<file path="config.mk">
export PLATFORM = sky130hd
export DESIGN_NAME = tapf_mul
export DESIGN_NICKNAME = d
export VERILOG_FILES = /design/src/tapf_pkg.sv /design/src/tapf_mul.sv
export SDC_FILE = /design/constraint.sdc
export NUM_CORES = 1
export LEC_CHECK = 0
export BUFFER_PORTS_ARGS = -buffer_cell sky130_fd_sc_hd__buf_2
export CELL_PAD_IN_SITES_DETAIL_PLACEMENT = 1
export CELL_PAD_IN_SITES_GLOBAL_PLACEMENT = 2
export CORE_ASPECT_RATIO = 1.4
export CORE_MARGIN = 5
export CORE_UTILIZATION = 45
export DETAILED_ROUTE_END_ITERATION = 12
export PLACE_DENSITY_LB_ADDON = 0.08
export SETUP_SLACK_MARGIN = 0.05
export SYNTH_ARGS = -nofsm -noshare
export SYNTH_HDL_FRONTEND = slang
export SYNTH_SLANG_ARGS = --single-unit
</file>
<file path="constraint.sdc">
create_clock -name clk -period 17.4 [get_ports clk]
set_input_delay 0 -clock clk [delete_from_list [all_inputs] [get_ports clk]]
set_output_delay 0 -clock clk [all_outputs]
set_load 0.005 [all_outputs]
</file>
<file path="src/tapf_pkg.sv">
// Package for the three-axis PD force filter.
// Holds widths, register indexes, reset values, the sequencer state type and
// the saturation helper. No dependencies.
package tapf_pkg;

  localparam int DATA_W    = 16;               // ports and registers
  localparam int REG_IDX_W = 3;                // eight configuration registers
  localparam int NUM_AXES  = 3;
  localparam int AXIS_W    = 2;
  localparam int ERR_W     = DATA_W + 1;       // target - pos
  localparam int DERR_W    = DATA_W + 2;       // e - prev_error
  localparam int OP_W      = DERR_W;           // shared multiplier operand width
  localparam int PROD_W    = 2 * OP_W;
  localparam int PD_W      = 35;               // kp*e + kd*de, Q8.24
  localparam int BLEND_W   = 54;               // blend accumulator, Q8.40
  localparam int FRAC_DROP = 32;               // Q8.40 to Q8.8
  localparam int F_W       = BLEND_W - FRAC_DROP;
  localparam int LO_SHIFT  = DATA_W;           // prev_force term is scaled by 2^16
  localparam int HI_SHIFT  = OP_W - 1;         // weight of the upper pd slice

  localparam logic [REG_IDX_W-1:0] REG_GAIN_P_X = 3'd0;
  localparam logic [REG_IDX_W-1:0] REG_GAIN_D_X = 3'd1;
  localparam logic [REG_IDX_W-1:0] REG_GAIN_P_Y = 3'd2;
  localparam logic [REG_IDX_W-1:0] REG_GAIN_D_Y = 3'd3;
  localparam logic [REG_IDX_W-1:0] REG_GAIN_P_Z = 3'd4;
  localparam logic [REG_IDX_W-1:0] REG_GAIN_D_Z = 3'd5;
  localparam logic [REG_IDX_W-1:0] REG_SMOOTHING = 3'd6;
  localparam logic [REG_IDX_W-1:0] REG_Z_BIAS   = 3'd7;

  localparam logic [DATA_W-1:0] RST_GAIN_P_XY = 16'd6400;
  localparam logic [DATA_W-1:0] RST_GAIN_P_Z  = 16'd12800;
  localparam logic [DATA_W-1:0] RST_GAIN_D    = 16'd5120;
  localparam logic [DATA_W-1:0] RST_SMOOTHING = 16'd52429;
  localparam logic [DATA_W-1:0] RST_Z_BIAS    = 16'd51;

  localparam logic [AXIS_W-1:0] AXIS_X = 2'd0;
  localparam logic [AXIS_W-1:0] AXIS_Y = 2'd1;
  localparam logic [AXIS_W-1:0] AXIS_Z = 2'd2;

  localparam logic [OP_W-1:0] ONE_Q16 = OP_W'(1) << DATA_W;
  localparam logic signed [BLEND_W-1:0] ROUND_HALF = BLEND_W'(1) << (FRAC_DROP - 1);
  localparam logic signed [F_W:0] F_MAX =
    {{(F_W - DATA_W + 2){1'b0}}, {(DATA_W - 1){1'b1}}};
  localparam logic signed [F_W:0] F_MIN =
    {{(F_W - DATA_W + 2){1'b1}}, {(DATA_W - 1){1'b0}}};

  typedef enum logic [3:0] {
    ST_IDLE,
    ST_ERR,
    ST_MUL_P,
    ST_MUL_D,
    ST_MUL_F,
    ST_MUL_LO,
    ST_MUL_HI,
    ST_ACC_HI,
    ST_ROUND,
    ST_DONE
  } state_t;

  function automatic logic signed [DATA_W-1:0] sat_force(input logic signed [F_W:0] v);
    logic signed [DATA_W-1:0] r;
    if (v > F_MAX) begin
      r = F_MAX[DATA_W-1:0];
    end else if (v < F_MIN) begin
      r = F_MIN[DATA_W-1:0];
    end else begin
      r = v[DATA_W-1:0];
    end
    return r;
  endfunction

endpackage

</file>
<file path="src/tapf_mul.sv">
// Shared signed multiplier of the force filter, with a registered product.
// Depends on tapf_pkg for the operand width.
module tapf_mul
  import tapf_pkg::*;
(
  input  logic                     clk,
  input  logic signed [OP_W-1:0]   op_a,
  input  logic signed [OP_W-1:0]   op_b,
  output logic signed [PROD_W-1:0] prod
);

  always_ff @(posedge clk) begin
    prod <= op_a * op_b;
  end

endmodule

</file>
### Word level (Yosys, flattened, before mapping)

Index checks and enable logic that the tools add are counted.

* flip-flop bits (word level): 36
* bits of input ports: 37
* output and inout bits: 36

* multipliers: 1

Operators with widths (number)
* $mul 18x18->36: 1

### Logic depth before layout (Yosys ltp)

* word-level depth: 1
* gate-level depth with buffers: 26

### Worst setup path before layout

OpenSTA, ideal clock, no wires.

* kind: input to register
* start point: in op_a[17]
* end point: reg prod[35]
* arrival time: 5.955 ns
* required time: 17.328 ns
* slack: 11.373 ns
* stages: 25
* cell sequence: clkbuf_1 clkbuf_1 nand2_1 inv_1 fa_1 inv_1 fa_1 inv_1 ha_1 inv_1 fa_1 inv_1 fa_1 inv_1 fa_1 inv_1 ha_1 and3_1 and4_1 o211ai_1 o211ai_1 o41ai_1 o2111ai_1 a21oi_1 xnor2_1

* word-level cells in the longest chain between the ends: 1

RTL lines
* start, declared: line tapf_mul.sv:7 `input logic signed [OP_W-1:0] op_a,`
* $mul 18x18->36: line tapf_mul.sv:13 `prod <= op_a * op_b;`
* end signal, assigned: line tapf_mul.sv:13
* end, declared: line tapf_mul.sv:9 `output logic signed [PROD_W-1:0] prod`

Every way passes these cells.

### Worst setup path after layout

* start point: in op_b[3]
* end point: reg prod[35]

* word-level cells in the longest chain between the ends: 1

RTL lines
* start, declared: line tapf_mul.sv:8 `input logic signed [OP_W-1:0] op_b,`
* $mul 18x18->36: line tapf_mul.sv:13

Every way passes these cells.

==> run summary <==
Arr. time, crit path: 6.66 ns
Mean area per synthesized cell: 9.37 sq um
Peak Freq: 155 MHz
Clk slew on worst S/H paths: 0.08 ns
GRT met1 Usage: 24.6%
Fin. Hold Viols: 0
HPWL Detailed: 30.7 mm
Ys async rst share: 0%
GRT Util Overall: 23.4%
Seq cells post-synth: 36
GRT overflow: 0
Unrepaired setup endpoints after global routing: false
Initial core utilization: 45.5%
Type of the worst setup path: input port to flip-flop
Biggest regs: prod x36
Via density: 5.07
Fin Setup TNS: 0 ns
Post-route ant nets: 0
Final hold slack: 0.125 ns
CP max stage delay: 0.90 ns
Met3 usage: 2.01%
Crit share post-route: 37.1%
WL/cell: 20.2 microns
CP endpoint kind: flip-flop
EDFF count, synth: 0
HP Start: op_a[0]
Most common cell after layout, fill and taps aside: inv_1
Core footprint: 0.0284 sq mm
Post-Place Setup Slack: 10.58 ns
Share of layout cells above drive strength 1: 6.64%
Hold Buf Count CTS: 0
Vias: 9082
Critical path's slowest cell: fa_1
First-pass GRT wire length: 57.5 mm
Initial antenna violation count: 0
Syn Nets: 1837
Worst rel slew slack: 34.7%
Pin count of the biggest net entering global routing: 20
Routed wire length: 36.3 mm
Cts repair resizes: 0
Commonest cells after routing, fill and taps aside: inv_1, fa_1, and2_1, nand2_1, ha_1
Cell count after synthesis: 1378
Quantity of I/O buffers inserted on ports: 72
Root Buffer: clkbuf_16
DIE WIDTH: 153 microns
Main synth FF type: dfxtp_1
Max Buffers Root-to-Sink: 2
Clk sinks: 36
FP Rows: 73
CTS tree: yes
Final Net Count: 1874
Residual DRC count: 0
Worst Setup Start Kind: input port
Setup bufs post-CTS: 0
WP data required: 17.59 ns
H-tree Lvls: 2
Reg with most FFs: prod
Die height: 210 microns
1st-pass router iterations: 5
Hold Path Stages: 2
Crit Path Max Fanout: 18
Register area share after synthesis: 5.58%
Met2 GRT Util: 45.4%
Max FFs per register: 36
Crit-path cells: buf_2 -> nand2_1 -> fa_1 -> inv_1 -> fa_1 -> fa_1 -> fa_1 -> fa_1 -> inv_1 -> fa_1 -> inv_1 -> ha_1 -> and3_1 -> and4_1 -> o211ai_1 -> o211ai_1 -> o41ai_1 -> o2111ai_1 -> a21oi_1 -> xnor2_1
Min Tclk post-route: 6.46 ns
Syn-to-layout area delta: 6.43%
Status: complete, no violations
Setup violators final: 0
WHS Endpoint: prod[0]
Routability cong.: 0.817
Iteration-0 DRC Markers: 252
Most Frequent Cell on Critical Path: fa_1
Vias in the first global route: 10500
Min-Delay Path Class: input port to flip-flop
Netlist Area Pre-Place: 0.0129 sq mm
Io pins: 73
Setup ws final: 10.94 ns
# Max-Cap Violations: 0
Final max-slew violation count: 0
Global routing's busiest layer: met2
Synth warnings: 0
Unique masters post-synth: 48
Worst-Margin Slew: 0.974 ns
Num CTS Buffers: 5
Die area: 0.0322 sq mm
worst max-delay path: cells and delay by family:
| kind | cells | cell delay [ns] |
|---|---|---|
| compound gates | 5 | 1.30 |
| xor+xnor | 1 | 0.07 |
| fa+ha+maj | 7 | 3.93 |
| buf+inv | 4 | 0.60 |
| simple gates | 3 | 0.71 |
kinds of logic (layout without fill, tap and decap cells):
kind of cell,count (synthesis),after routing,share of synthesized area (%)
adders and majority gates,422,422,60.0
buffers and inverters,415,453,12.1
and+or+nand+nor,387,387,15.4
AOI/OAI and AO/OA,82,82,4.48
DFF,36,36,5.58
xor gates and xnor gates,34,34,2.31
muxes,2,2,0.165
other,0,1,0
per-layer routing:
layer	up-vias	wire length, microns
li1	4052	-
met1	4801	12400
met5	-	0
met2	149	20800
met4	0	2330
met3	80	730
per-stage QoR:
| step | utilization, % | instance area (sq um) | std cells |
|---|---|---|---|
| after floorplan | - | 12900 | 1378 |
| after global placement | 47.9 | 13600 | 1783 |
| after detailed placement | 47.9 | 13600 | 1783 |
| after CTS | 48.4 | 13700 | 1791 |
| after global routing | 48.4 | 13700 | 1791 |
| final | 48.4 | 13700 | 1792 |
cell usage after synthesis, types with 2 or more instances:
cell type / number / share of area, %
nand4_1: 2 / 0.097
nand2b_1: 9 / 0.44
clkbuf_1: 44 / 1.3
or2_2: 2 / 0.097
fa_1: 329 / 51
xor2_1: 2 / 0.14
a21oi_1: 20 / 0.78
nor3_1: 5 / 0.19
inv_1: 371 / 11
o21ai_0: 15 / 0.58
a211oi_1: 2 / 0.12
a211o_1: 3 / 0.20
xnor2_1: 32 / 2.2
nand2_1: 157 / 4.6
nor2_1: 18 / 0.52
a31oi_1: 5 / 0.24
ha_1: 93 / 9.0
o2111ai_1: 2 / 0.14
and4_1: 2 / 0.14
nor2b_1: 17 / 0.82
a21o_1: 8 / 0.47
dfxtp_1: 36 / 5.6
a21boi_0: 3 / 0.17
nand3_1: 6 / 0.23
o21bai_1: 5 / 0.29
and2_1: 163 / 7.9
a21oi_2: 2 / 0.14
o211ai_1: 5 / 0.29
worst max-delay path by stage:
stage,slack (ns),start,to
after floorplan,11.37,op_a[17],prod[35]
after global placement,10.64,op_b[3],prod[35]
after detailed placement,10.58,op_b[3],prod[35]
after CTS,10.91,op_b[3],prod[35]
after global routing,10.54,op_b[3],prod[35]
final,10.94,op_b[3],prod[35]
cell type report:
type	instances	area (sq um)
inverters	371	1390
flip-flops and latches	36	721
fillers	3319	14700
repair buffers	74	375
clock buffers	5	125
diodes	1	2.50
well taps	375	469
multi-input cells	927	10600
clock inverters	3	23.8
Power is not shown: default switching activity piles up to over one toggle a cycle in this logic, so the estimate is an artifact.
